[src/rtl/core/appe_pkg.sv]
// Package for the azimuth peak pan estimator.
// Holds the shared widths, register codes, reset values and the back-end state type.
// No dependencies; every other file of the block depends on it.
package appe_pkg;

	localparam int MAX_HALF_WIDTH_DEF = 255;
	localparam int MAX_BINS_DEF       = 4096;
	localparam int MAG_BITS_DEF       = 16;

	localparam int HW_REG_W   = 8;
	localparam int BINS_REG_W = 13;
	localparam int CFG_IDX_W  = 1;
	localparam int CFG_DATA_W = 13;

	localparam logic [HW_REG_W-1:0]   HW_RESET   = 8'd100;
	localparam logic [BINS_REG_W-1:0] BINS_RESET = 13'd512;

	localparam logic [CFG_IDX_W-1:0] REG_HALF_WIDTH    = 1'b0;
	localparam logic [CFG_IDX_W-1:0] REG_BINS_IN_FRAME = 1'b1;

	localparam int PAN_W      = 16;
	localparam int PAN_FRAC   = 14;
	localparam int PIDX_W     = 9;
	localparam int BIN_W      = 12;
	localparam int WIDE_IDX_W = 32;
	localparam int QUEUE_DEPTH = 4;

	localparam logic [PAN_W-1:0] PAN_ONE = 16'd16384;

	typedef enum logic [1:0] {
		BK_IDLE,
		BK_RUN,
		BK_DONE
	} bk_state_t;

endpackage

[src/rtl/core/appe_mag_if.sv]
// Input channel of the azimuth peak pan estimator: one azimuth position per item.
// Depends on appe_pkg for the default magnitude width.
interface appe_mag_if #(
	parameter int MAG_BITS = appe_pkg::MAG_BITS_DEF
) ();
	logic                valid;
	logic                ready;
	logic [MAG_BITS-1:0] left_mag;
	logic [MAG_BITS-1:0] right_mag;

	modport source (output valid, output left_mag, output right_mag, input ready);
	modport sink (input valid, input left_mag, input right_mag, output ready);
endinterface

[src/rtl/core/appe_pan_if.sv]
// Result channel of the azimuth peak pan estimator: one pan estimate per bin.
// Depends on appe_pkg for the field widths.
interface appe_pan_if ();
	logic                                    valid;
	logic                                    ready;
	logic signed [appe_pkg::PAN_W-1:0]       pan_value;
	logic        [appe_pkg::PIDX_W-1:0]      pan_index;
	logic        [appe_pkg::BIN_W-1:0]       bin_number;
	logic                                    frame_last;

	modport source (output valid, output pan_value, output pan_index, output bin_number,
		output frame_last, input ready);
	modport sink (input valid, input pan_value, input pan_index, input bin_number,
		input frame_last, output ready);
endinterface

[src/rtl/core/appe_front.sv]
// Front end: running left/right peak search over the positions of one bin.
// Emits one record per bin (merged index, half width, bin number, last flag).
// Depends on appe_pkg and appe_mag_if.
module appe_front #(
	parameter int MAG_BITS       = appe_pkg::MAG_BITS_DEF,
	parameter int MAX_HALF_WIDTH = appe_pkg::MAX_HALF_WIDTH_DEF,
	parameter int MAX_BINS       = appe_pkg::MAX_BINS_DEF
) (
	input  logic                                   clk,
	input  logic                                   arst_n,
	input  logic [$clog2(MAX_HALF_WIDTH+1)-1:0]    hw,
	input  logic [$clog2(MAX_BINS+1)-1:0]          nb,
	appe_mag_if.sink                               mag,
	output logic                                   rec_valid,
	input  logic                                   rec_ready,
	output logic [$clog2(2*MAX_HALF_WIDTH+2)+$clog2(MAX_HALF_WIDTH+1)+appe_pkg::BIN_W+1:0]
	                                               rec_data
);
	import appe_pkg::*;

	localparam int HW_W  = $clog2(MAX_HALF_WIDTH+1);
	localparam int IDX_W = $clog2(2*MAX_HALF_WIDTH+2);
	localparam int IS_W  = IDX_W + 1;

	logic [HW_W-1:0]        pos_q;
	logic [BIN_W-1:0]       bin_q;
	logic [MAG_BITS-1:0]    best_mag_q;
	logic signed [IS_W-1:0] best_idx_q;

	logic                   start;
	logic                   at_end;
	logic                   last;
	logic                   accept;
	logic signed [IS_W-1:0] hw_s;
	logic signed [IS_W-1:0] t_s;
	logic [MAG_BITS-1:0]    nxt_mag;
	logic signed [IS_W-1:0] nxt_idx;
	logic signed [IS_W-1:0] fin_idx;

	always_comb begin
		start   = (pos_q == '0);
		hw_s    = IS_W'(hw);
		t_s     = IS_W'(pos_q);
		nxt_mag = start ? '0 : best_mag_q;
		nxt_idx = start ? hw_s : best_idx_q;
		if (mag.left_mag > nxt_mag) begin
			nxt_mag = mag.left_mag;
			nxt_idx = t_s;
		end
		// The right side is checked after the left, so it wins only when strictly larger.
		if (mag.right_mag > nxt_mag) begin
			nxt_mag = mag.right_mag;
			nxt_idx = (hw_s <<< 1) + IS_W'(1) - t_s;
		end
		// A negative index (half width lowered mid-bin) counts as above the center too.
		if (nxt_idx[IS_W-1] || (nxt_idx > hw_s)) begin
			fin_idx = nxt_idx - IS_W'(1);
		end else begin
			fin_idx = nxt_idx;
		end
		at_end = (pos_q >= hw);
		last   = ((32'(bin_q) + 32'd1) >= 32'(nb));
	end

	assign mag.ready = !at_end || rec_ready;
	assign accept    = mag.valid && mag.ready;
	assign rec_valid = mag.valid && at_end;
	assign rec_data  = {fin_idx, hw, bin_q, last};

	always_ff @(posedge clk or negedge arst_n) begin
		if (!arst_n) begin
			pos_q <= '0;
			bin_q <= '0;
		end else if (accept) begin
			if (at_end) begin
				pos_q <= '0;
				bin_q <= last ? '0 : BIN_W'(bin_q + 1'b1);
			end else begin
				pos_q <= HW_W'(pos_q + 1'b1);
			end
		end
	end

	always_ff @(posedge clk) begin
		if (accept) begin
			best_mag_q <= nxt_mag;
			best_idx_q <= nxt_idx;
		end
	end

endmodule

[src/rtl/core/appe_queue.sv]
// Short FIFO that decouples the peak search from the pan divider.
// Depends on appe_pkg for the default depth; width and depth are parameters.
module appe_queue #(
	parameter int WIDTH = 8,
	parameter int DEPTH = appe_pkg::QUEUE_DEPTH
) (
	input  logic             clk,
	input  logic             arst_n,
	input  logic             push_valid,
	output logic             push_ready,
	input  logic [WIDTH-1:0] push_data,
	output logic             pop_valid,
	input  logic             pop_ready,
	output logic [WIDTH-1:0] pop_data
);
	import appe_pkg::*;

	localparam int PTR_W = $clog2(DEPTH);
	localparam int CNT_W = $clog2(DEPTH+1);

	logic [WIDTH-1:0] mem_q [DEPTH];
	logic [PTR_W-1:0] wr_ptr_q;
	logic [PTR_W-1:0] rd_ptr_q;
	logic [CNT_W-1:0] cnt_q;
	logic             push;
	logic             pop;

	assign push_ready = (cnt_q != CNT_W'(DEPTH));
	assign pop_valid  = (cnt_q != '0);
	assign push       = push_valid && push_ready;
	assign pop        = pop_valid && pop_ready;
	assign pop_data   = mem_q[rd_ptr_q];

	always_ff @(posedge clk or negedge arst_n) begin
		if (!arst_n) begin
			wr_ptr_q <= '0;
			rd_ptr_q <= '0;
			cnt_q    <= '0;
		end else begin
			if (push) begin
				wr_ptr_q <= (wr_ptr_q == PTR_W'(DEPTH-1)) ? '0 : PTR_W'(wr_ptr_q + 1'b1);
			end
			if (pop) begin
				rd_ptr_q <= (rd_ptr_q == PTR_W'(DEPTH-1)) ? '0 : PTR_W'(rd_ptr_q + 1'b1);
			end
			if (push && !pop) begin
				cnt_q <= CNT_W'(cnt_q + 1'b1);
			end else if (pop && !push) begin
				cnt_q <= CNT_W'(cnt_q - 1'b1);
			end
		end
	end

	always_ff @(posedge clk) begin
		if (push) begin
			mem_q[wr_ptr_q] <= push_data;
		end
	end

`ifndef SYNTHESIS
	a_cnt_bound: assert property (@(posedge clk) disable iff (!arst_n)
		cnt_q <= CNT_W'(DEPTH))
		else $error("queue count exceeds depth");
	a_cnt_up: assert property (@(posedge clk) disable iff (!arst_n)
		(push && !pop) |=> (cnt_q == CNT_W'($past(cnt_q) + 1'b1)))
		else $error("queue count did not follow a push");
	a_empty_ptrs: assert property (@(posedge clk) disable iff (!arst_n)
		(cnt_q == '0) |-> (rd_ptr_q == wr_ptr_q))
		else $error("empty queue with unequal pointers");
`endif

endmodule

[src/rtl/core/appe_back.sv]
// Back end: restoring divider for index*16384/half_width, one quotient bit per cycle,
// followed by the output register of the result channel.
// Depends on appe_pkg and appe_pan_if.
module appe_back #(
	parameter int MAX_HALF_WIDTH = appe_pkg::MAX_HALF_WIDTH_DEF
) (
	input  logic                                clk,
	input  logic                                arst_n,
	input  logic                                rec_valid,
	output logic                                rec_ready,
	input  logic [$clog2(2*MAX_HALF_WIDTH+2)+$clog2(MAX_HALF_WIDTH+1)+appe_pkg::BIN_W+1:0]
	                                            rec_data,
	appe_pan_if.source                          pan
);
	import appe_pkg::*;

	localparam int HW_W   = $clog2(MAX_HALF_WIDTH+1);
	localparam int IDX_W  = $clog2(2*MAX_HALF_WIDTH+2);
	localparam int IS_W   = IDX_W + 1;
	localparam int REC_W  = IS_W + HW_W + BIN_W + 1;
	localparam int DIV_W  = WIDE_IDX_W + PAN_FRAC;
	localparam int SKIP   = WIDE_IDX_W - IDX_W;
	localparam int STEP_W = $clog2(DIV_W+1);

	bk_state_t state_q, state_d;

	logic signed [IS_W-1:0] rec_idx;
	logic [HW_W-1:0]        rec_hw;
	logic [BIN_W-1:0]       rec_bin;
	logic                   rec_last;
	logic [WIDE_IDX_W-1:0]  wide_idx;
	logic [DIV_W-1:0]       full_dvd;
	logic [DIV_W-1:0]       load_dvd;
	logic [STEP_W-1:0]      load_steps;

	logic [DIV_W-1:0]  dvd_q;
	logic [HW_W-1:0]   rem_q;
	logic [HW_W-1:0]   dvs_q;
	logic [PAN_W-1:0]  quo_q;
	logic [STEP_W-1:0] step_q;
	logic [PIDX_W-1:0] pidx_q;
	logic [BIN_W-1:0]  bin_q;
	logic              last_q;

	logic              out_valid_q;
	logic [PAN_W-1:0]  out_pan_q;
	logic [PIDX_W-1:0] out_pidx_q;
	logic [BIN_W-1:0]  out_bin_q;
	logic              out_last_q;

	logic              slot_free;
	logic              load;
	logic              step;
	logic              out_load;
	logic [HW_W:0]     trial;
	logic              ge;
	logic [HW_W-1:0]   rem_n;

	assign rec_idx  = rec_data[REC_W-1 -: IS_W];
	assign rec_hw   = rec_data[BIN_W+1 +: HW_W];
	assign rec_bin  = rec_data[1 +: BIN_W];
	assign rec_last = rec_data[0];

	// The index is sign-extended to 32 bits, so a negative index divides as a huge value.
	// For a non-negative index the leading zero bits are skipped.
	always_comb begin
		wide_idx = WIDE_IDX_W'(rec_idx);
		full_dvd = {wide_idx, PAN_FRAC'(0)};
		if (rec_idx[IS_W-1]) begin
			load_dvd   = full_dvd;
			load_steps = STEP_W'(DIV_W);
		end else begin
			load_dvd   = full_dvd << SKIP;
			load_steps = STEP_W'(IDX_W + PAN_FRAC);
		end
	end

	always_comb begin
		trial = {rem_q, dvd_q[DIV_W-1]};
		ge    = (trial >= {1'b0, dvs_q});
		rem_n = ge ? HW_W'(trial - {1'b0, dvs_q}) : trial[HW_W-1:0];
	end

	assign slot_free = !out_valid_q || pan.ready;

	always_comb begin
		state_d   = state_q;
		rec_ready = 1'b0;
		load      = 1'b0;
		step      = 1'b0;
		out_load  = 1'b0;
		unique case (state_q)
			BK_IDLE: begin
				if (rec_valid) begin
					rec_ready = 1'b1;
					load      = 1'b1;
					state_d   = BK_RUN;
				end
			end
			BK_RUN: begin
				step = 1'b1;
				if (step_q == STEP_W'(1)) begin
					state_d = BK_DONE;
				end
			end
			BK_DONE: begin
				if (slot_free) begin
					out_load = 1'b1;
					if (rec_valid) begin
						rec_ready = 1'b1;
						load      = 1'b1;
						state_d   = BK_RUN;
					end else begin
						state_d = BK_IDLE;
					end
				end
			end
			default: begin
				state_d = BK_IDLE;
			end
		endcase
	end

	always_ff @(posedge clk or negedge arst_n) begin
		if (!arst_n) begin
			state_q     <= BK_IDLE;
			step_q      <= '0;
			out_valid_q <= 1'b0;
		end else begin
			state_q <= state_d;
			if (load) begin
				step_q <= load_steps;
			end else if (step) begin
				step_q <= STEP_W'(step_q - 1'b1);
			end
			if (out_load) begin
				out_valid_q <= 1'b1;
			end else if (pan.ready) begin
				out_valid_q <= 1'b0;
			end
		end
	end

	always_ff @(posedge clk) begin
		if (load) begin
			dvd_q  <= load_dvd;
			rem_q  <= '0;
			quo_q  <= '0;
			dvs_q  <= rec_hw;
			pidx_q <= wide_idx[PIDX_W-1:0];
			bin_q  <= rec_bin;
			last_q <= rec_last;
		end else if (step) begin
			dvd_q <= dvd_q << 1;
			rem_q <= rem_n;
			quo_q <= {quo_q[PAN_W-2:0], ge};
		end
		if (out_load) begin
			out_pan_q  <= quo_q - PAN_ONE;
			out_pidx_q <= pidx_q;
			out_bin_q  <= bin_q;
			out_last_q <= last_q;
		end
	end

	assign pan.valid      = out_valid_q;
	assign pan.pan_value  = out_pan_q;
	assign pan.pan_index  = out_pidx_q;
	assign pan.bin_number = out_bin_q;
	assign pan.frame_last = out_last_q;

`ifndef SYNTHESIS
	a_rem_below_dvs: assert property (@(posedge clk) disable iff (!arst_n)
		(state_q == BK_RUN) |-> ((dvs_q != '0) && (rem_q < dvs_q)))
		else $error("divider remainder not below divisor");
	a_steps_left: assert property (@(posedge clk) disable iff (!arst_n)
		(state_q == BK_RUN) |-> (step_q != '0))
		else $error("divider running with no steps left");
	a_out_from_done: assert property (@(posedge clk) disable iff (!arst_n)
		$rose(out_valid_q) |-> ($past(state_q) == BK_DONE))
		else $error("result shown without a finished division");
`endif

endmodule

[src/rtl/core/azimuth_peak_pan_estimator_top.sv]
// Azimuth peak pan estimator: one azimuth position per item, one pan result per bin.
// Throughput: one item per cycle, except that the last item of a bin waits while the
// record queue is full; the bit-serial divider works on one result at a time.
// A four-entry record queue lets the search run ahead of the divider.
// Reset (arst_n, asynchronous, active low) restores the registers and empties everything.
module azimuth_peak_pan_estimator_top #(
	parameter int MAX_HALF_WIDTH = appe_pkg::MAX_HALF_WIDTH_DEF,
	parameter int MAX_BINS       = appe_pkg::MAX_BINS_DEF,
	parameter int MAG_BITS       = appe_pkg::MAG_BITS_DEF
) (
	input  logic                             clk,
	input  logic                             arst_n,
	appe_mag_if.sink                         mag,
	appe_pan_if.source                       pan,
	input  logic                             cfg_we,
	input  logic [appe_pkg::CFG_IDX_W-1:0]   cfg_index,
	input  logic [appe_pkg::CFG_DATA_W-1:0]  cfg_data
);
	import appe_pkg::*;

	localparam int HW_W  = $clog2(MAX_HALF_WIDTH+1);
	localparam int IDX_W = $clog2(2*MAX_HALF_WIDTH+2);
	localparam int NB_W  = $clog2(MAX_BINS+1);
	localparam int REC_W = IDX_W + 1 + HW_W + BIN_W + 1;

	logic [HW_REG_W-1:0]   hw_reg_q;
	logic [BINS_REG_W-1:0] bins_reg_q;
	logic [HW_W-1:0]       hw_eff;
	logic [NB_W-1:0]       nb_eff;

	logic             f_valid;
	logic             f_ready;
	logic [REC_W-1:0] f_data;
	logic             b_valid;
	logic             b_ready;
	logic [REC_W-1:0] b_data;

	always_ff @(posedge clk or negedge arst_n) begin
		if (!arst_n) begin
			hw_reg_q   <= HW_RESET;
			bins_reg_q <= BINS_RESET;
		end else if (cfg_we) begin
			unique case (cfg_index)
				REG_HALF_WIDTH:    hw_reg_q   <= cfg_data[HW_REG_W-1:0];
				REG_BINS_IN_FRAME: bins_reg_q <= cfg_data[BINS_REG_W-1:0];
			endcase
		end
	end

	// Zero settings act as one; oversized settings are clamped to the build limits.
	always_comb begin
		priority if (hw_reg_q == '0) begin
			hw_eff = HW_W'(1);
		end else if (32'(hw_reg_q) > 32'(MAX_HALF_WIDTH)) begin
			hw_eff = HW_W'(MAX_HALF_WIDTH);
		end else begin
			hw_eff = HW_W'(hw_reg_q);
		end
		priority if (bins_reg_q == '0) begin
			nb_eff = NB_W'(1);
		end else if (32'(bins_reg_q) > 32'(MAX_BINS)) begin
			nb_eff = NB_W'(MAX_BINS);
		end else begin
			nb_eff = NB_W'(bins_reg_q);
		end
	end

	appe_front #(
		.MAG_BITS      (MAG_BITS),
		.MAX_HALF_WIDTH(MAX_HALF_WIDTH),
		.MAX_BINS      (MAX_BINS)
	) u_front (
		.clk      (clk),
		.arst_n   (arst_n),
		.hw       (hw_eff),
		.nb       (nb_eff),
		.mag      (mag),
		.rec_valid(f_valid),
		.rec_ready(f_ready),
		.rec_data (f_data)
	);

	appe_queue #(
		.WIDTH(REC_W),
		.DEPTH(QUEUE_DEPTH)
	) u_queue (
		.clk       (clk),
		.arst_n    (arst_n),
		.push_valid(f_valid),
		.push_ready(f_ready),
		.push_data (f_data),
		.pop_valid (b_valid),
		.pop_ready (b_ready),
		.pop_data  (b_data)
	);

	appe_back #(
		.MAX_HALF_WIDTH(MAX_HALF_WIDTH)
	) u_back (
		.clk      (clk),
		.arst_n   (arst_n),
		.rec_valid(b_valid),
		.rec_ready(b_ready),
		.rec_data (b_data),
		.pan      (pan)
	);

endmodule

[src/flat_wrapper.sv]
// flat-port wrapper written by rule: the top's interface ports become plain ports
module azimuth_peak_pan_estimator_top_flat import appe_pkg::*;
#(
	parameter int MAX_HALF_WIDTH = appe_pkg::MAX_HALF_WIDTH_DEF,
	parameter int MAX_BINS       = appe_pkg::MAX_BINS_DEF,
	parameter int MAG_BITS       = appe_pkg::MAG_BITS_DEF
)
  (clk, arst_n, cfg_we, cfg_index, cfg_data, mag_valid, mag_left_mag, mag_right_mag, mag_ready, pan_valid, pan_pan_value, pan_pan_index, pan_bin_number, pan_frame_last, pan_ready);
  appe_mag_if #(.MAG_BITS(MAG_BITS)) mag_i ();
  appe_pan_if pan_i ();
  input  logic clk;
  input  logic arst_n;
  input  logic cfg_we;
  input  logic [appe_pkg::CFG_IDX_W-1:0] cfg_index;
  input  logic [appe_pkg::CFG_DATA_W-1:0] cfg_data;
  input wire logic [$bits(mag_i.valid)-1:0] mag_valid;
  input wire logic [$bits(mag_i.left_mag)-1:0] mag_left_mag;
  input wire logic [$bits(mag_i.right_mag)-1:0] mag_right_mag;
  output wire logic [$bits(mag_i.ready)-1:0] mag_ready;
  output wire logic [$bits(pan_i.valid)-1:0] pan_valid;
  output wire logic [$bits(pan_i.pan_value)-1:0] pan_pan_value;
  output wire logic [$bits(pan_i.pan_index)-1:0] pan_pan_index;
  output wire logic [$bits(pan_i.bin_number)-1:0] pan_bin_number;
  output wire logic [$bits(pan_i.frame_last)-1:0] pan_frame_last;
  input wire logic [$bits(pan_i.ready)-1:0] pan_ready;
  assign mag_i.valid = mag_valid;
  assign mag_i.left_mag = mag_left_mag;
  assign mag_i.right_mag = mag_right_mag;
  assign mag_ready = mag_i.ready;
  assign pan_valid = pan_i.valid;
  assign pan_pan_value = pan_i.pan_value;
  assign pan_pan_index = pan_i.pan_index;
  assign pan_bin_number = pan_i.bin_number;
  assign pan_frame_last = pan_i.frame_last;
  assign pan_i.ready = pan_ready;
  azimuth_peak_pan_estimator_top #(.MAX_HALF_WIDTH(MAX_HALF_WIDTH), .MAX_BINS(MAX_BINS), .MAG_BITS(MAG_BITS)) u_core (.clk(clk), .arst_n(arst_n), .mag(mag_i), .pan(pan_i), .cfg_we(cfg_we), .cfg_index(cfg_index), .cfg_data(cfg_data));
endmodule
[config.mk]
export PLATFORM = sky130hd
export DESIGN_NAME = azimuth_peak_pan_estimator_top_flat
export DESIGN_NICKNAME = d
export VERILOG_FILES = /design/src/rtl/core/appe_pkg.sv /design/src/rtl/core/appe_mag_if.sv /design/src/rtl/core/appe_pan_if.sv /design/src/rtl/core/appe_front.sv /design/src/rtl/core/appe_queue.sv /design/src/rtl/core/appe_back.sv /design/src/rtl/core/azimuth_peak_pan_estimator_top.sv /design/src/flat_wrapper.sv
export SDC_FILE = /design/constraint.sdc
export NUM_CORES = 1
export LEC_CHECK = 0
export BUFFER_PORTS_ARGS = -buffer_cell sky130_fd_sc_hd__buf_2
export CORE_MARGIN = 1
export CORE_UTILIZATION = 43
export CTS_CLUSTER_SIZE = 30
export DETAILED_ROUTE_END_ITERATION = 10
export SYNTH_ARGS = -nofsm -noshare
export SYNTH_HDL_FRONTEND = slang
export SYNTH_SLANG_ARGS = --single-unit
[constraint.sdc]
create_clock -name clk -period 22 [get_ports clk]
set_input_delay 3.3 -clock clk [delete_from_list [all_inputs] [get_ports clk]]
set_output_delay 3.3 -clock clk [all_outputs]
set_load 0.03 [all_outputs]
==> run_results.csv <==
group,metric,value,unit
final_layout,diodes,0,
sta,setup_viol,0,
power,irDropWorstVdd,0.0000759,V
power,powerDensity,161,nW/µm²
setup_path,cp-endpoint,"u_core.u_queue.mem_q[0][28]$_DFFE_PP_",
route,num_vias,9489,
setup_path,crit_path_top_delay_cell,"nor4_2",
setup_path,cp.arrival,9960,ps
logic_synthesis,synth_area_leaders,"edfxtp_1, dfrtp_1, ha_1",
cts,htree_levels,2,
sta,slew_violations,0,
grt,grt_usage,17.6,%
outcome,status,"finished clean",
route,wl_per_cell,17.7,µm
setup_path,cp_max_fo,30,
logic_synthesis,yosys_warnings,0,
die,rows,68,
place,place_hpwl,21100,µm
sta,tns,0,ps
final_layout,areaGrowthSynthToFinish,13.4,%
grt,grt_pass1_wl,50300,µm
die,dieHeight,191,µm
route,via_per_inst,5.37,
final_layout,final_nets,1434,
route,firstDrtPassIters,6,
setup_path,reg2regPathDepth,28,
logic_synthesis,synth_top_flop_cell,"edfxtp_1",
setup_path,reg2reg_to,"u_core.u_queue.mem_q[0][28]$_DFFE_PP_",
setup_path,path_common_cell,"ha_1",
setup_path,critPathTopFamily,"simple AND/OR/NAND/NOR gates",
route,wirelength,31300,µm
setup_path,cp-startpoint,"mag_left_mag[15]",
setup_path,path_cells,"buf_2, ha_1, nand4_4, nor4_4, o21ai_2, and3_4, nor2_2, a21oi_1, ha_1, nand4_1, nor4_2, or2_1, a2bb2oi_1, inv_1, ha_1, nor2b_1, o211ai_1, a21oi_1, o21ai_0, nand2b_1, o21ai_0, nand3b_1, nor3b_1, xor2_1",
logic_synthesis,synth_cell_types,62,
route,remaining_drc_errors,0,
logic_synthesis,synth_top_cell_area_share,48.7,%
sta,slew_headroom,24.2,%
setup_path,path_buf_inv,2,
grt,grt-ovfl-total,0,
cts,cts_tree,"built",
grt,first_global_vias,9254,
sta,hold_viol_final,0,
place,post_dp_cell_area,16300,µm²
sta,fin_crit_sh,44.3,%
sta,fmax,103,MHz
sta,grt_setup_unrepaired,"false",
place,globalplace.congestion,0.847,
sta,tightest_slew,1110,ps
cts,postCtsHoldBufs,0,
cts,clk_pin_slew,50,ps
setup_path,worst_path_largest_cell_delay,930,ps
logic_synthesis,syn_area_per_cell,12.9,µm²
final_layout,drive_above_1_share,16.8,%
die,die_area,36600,µm²
run,maxCapViolations,0,
logic_synthesis,mappedNetlistArea,15400,µm²
route,ant_nets,0,
place,io_buffers,90,
die,core_area,34900,µm²
sta,final.min_clock_period,9760,ps
place,post-place-cells,1702,
logic_synthesis,async_flop_share,17.2,%
setup_path,worst_setup_path_end_kind,"flip-flop",
cts,cts_root_buf,"clkbuf_16",
die,start_util,44.2,%
sta,worst_clock_skew,17.3,ps
setup_path,crit_type,"primary input to flip-flop",
logic_synthesis,yosys.area.top_type,"edfxtp_1",
logic_synthesis,synth_edf_count,250,
final_layout,fin_util,50.1,%
setup_path,cp.depth,24,
grt,antenna_found_initial,0,
die,fp.dieW,191,µm
setup_path,r2r_start,"u_core.u_front.pos_q[0]$_DFFE_PN0P_",
final_layout,final_area,17500,µm²
cts,cts.sinks,331,
logic_synthesis,synth_seq_cells,331,
logic_synthesis,synth_cells,1199,
route,drt_iter0_drc,600,
setup_path,start_kind,"primary input",
cts,cts_setup_buffers,0,
grt,grt_max_degree,67,
logic_synthesis,synth.net_count,1348,
cts,clk_path_buf_depth,3,
die,num_io_pins,91,
setup_path,r2r_setup_slack,13720,ps
cts,ctsResizeCount,0,
min_path,hold_class,"flip-flop to flip-flop",
cts,clkLatencyLatePin,520,ps
power,leakage,6.96,nW
setup_path,cp.required,22210,ps
cts,cts_buffers,36,
logic_synthesis,ys_seq_area_share,61.1,%
final_layout,final-instance-count-excl-fill,1768,
-- logic make-up (layout without fill, tap and decap cells) --
group,Yosys count,after routing,synth area share [%]
mux,57,57,6.36
simple gates,335,335,10.2
compound gates,228,228,9.24
buf+inv,111,225,2.80
flops,331,331,61.1
xor+xnor,39,39,2.22
fa+ha+maj,98,98,8.10
-- Yosys cell counts (6+ instances only) --
library cell    n
a21o_1         26
and3_1         10
nor4_1          7
xor2_1         13
nand4_1        18
clkbuf_1       47
dfxtp_1        24
nor2b_1        16
mux4_2         31
mux2i_1         8
nor3_1         14
nand3_1        21
nor2_1         73
edfxtp_1      250
o21a_1          8
ha_1           95
a22o_1          9
mux2_2         17
dfrtp_1        53
o21ai_0        77
xnor2_1        26
nand2b_1        8
and2_1         10
inv_1          56
nand2_1       141
a21oi_1        58
o221ai_1        6
-- layout make-up --
cell class,instances,area [µm²]
fillers,3051,17400
flip-flops and latches,331,9420
multi-input cells,757,5590
clock buffers,57,1050
well taps,455,569
repair buffers,103,548
inverters,56,210
clock inverters,9,103
-- registers in the layout, summed over array words and instances, names as in the netlist, 10 cells and up --
name and count:
u_core.u_back.dvd_q 32, u_core.bins_reg_q 13, u_core.u_queue.mem_q 124, u_core.u_back.pan.bin_number 12
u_core.u_front.best_mag_q 16, u_core.u_back.bin_q 12, u_core.u_front.best_idx_q 10, u_core.u_front.bin_q 12
u_core.u_back.pan.pan_value 16, u_core.u_back.quo_q 16
-- report_power, final --
group	total, mW	switching [mW]	internal (mW)
clock network	0.588	0.236	0.352
logic	1.19	0.730	0.459
registers	1.05	0.0832	0.963
-- worst min-delay path by stage --
stage | from | endpoint | slack, ps | cells after the start
floorplan | u_core.u_back.bin_q[0]$_DFFE_PP_ | u_core.u_back.pan.bin_number[0]$_DFFE_PP_ | 400 | 0
global placement | u_core.u_back.bin_q[2]$_DFFE_PP_ | u_core.u_back.pan.bin_number[2]$_DFFE_PP_ | 400 | 0
detailed placement | u_core.u_back.bin_q[10]$_DFFE_PP_ | u_core.u_back.pan.bin_number[10]$_DFFE_PP_ | 400 | 0
CTS | u_core.u_back.bin_q[10]$_DFFE_PP_ | u_core.u_back.pan.bin_number[10]$_DFFE_PP_ | 420 | 0
global route | u_core.u_back.bin_q[10]$_DFFE_PP_ | u_core.u_back.pan.bin_number[10]$_DFFE_PP_ | 420 | 0
finish | u_core.u_back.bin_q[10]$_DFFE_PP_ | u_core.u_back.pan.bin_number[10]$_DFFE_PP_ | 420 | 0
-- layer usage --
metal  vias up  GRT usage, %  wire, µm
met5         -             0         0
met4         0          4.61       541
met3        44          2.97      1330
met2       190          27.9     14200
met1      4634          25.0     15200
li1       4621             -         -
-- per-stage QoR --
stage | power [mW] | setup slack (ps) | hold slack [ps]
floorplan | 1.93 | 13200 | 400
global placement | 2.22 | 12020 | 402
detailed placement | 2.24 | 11870 | 405
CTS | 2.84 | 12410 | 418
global route | 3.03 | 11750 | 423
finish | 2.82 | 12240 | 417
-- layout by cell type, fill, tap and decap left out, drive strengths merged, types with 11 or more instances in the layout --
cell,count
xor2,13
nor2b,16
and3,11
mux2,18
xnor2,26
a21oi,58
nor3,14
clkbuf,57
dfrtp,53
nand2,141
dfxtp,24
nand4,19
buf,103
ha,95
nand3,21
o21ai,78
mux4,31
edfxtp,250
a21o,26
nor2,73
inv,58
Power figures use the tool's default switching activity.
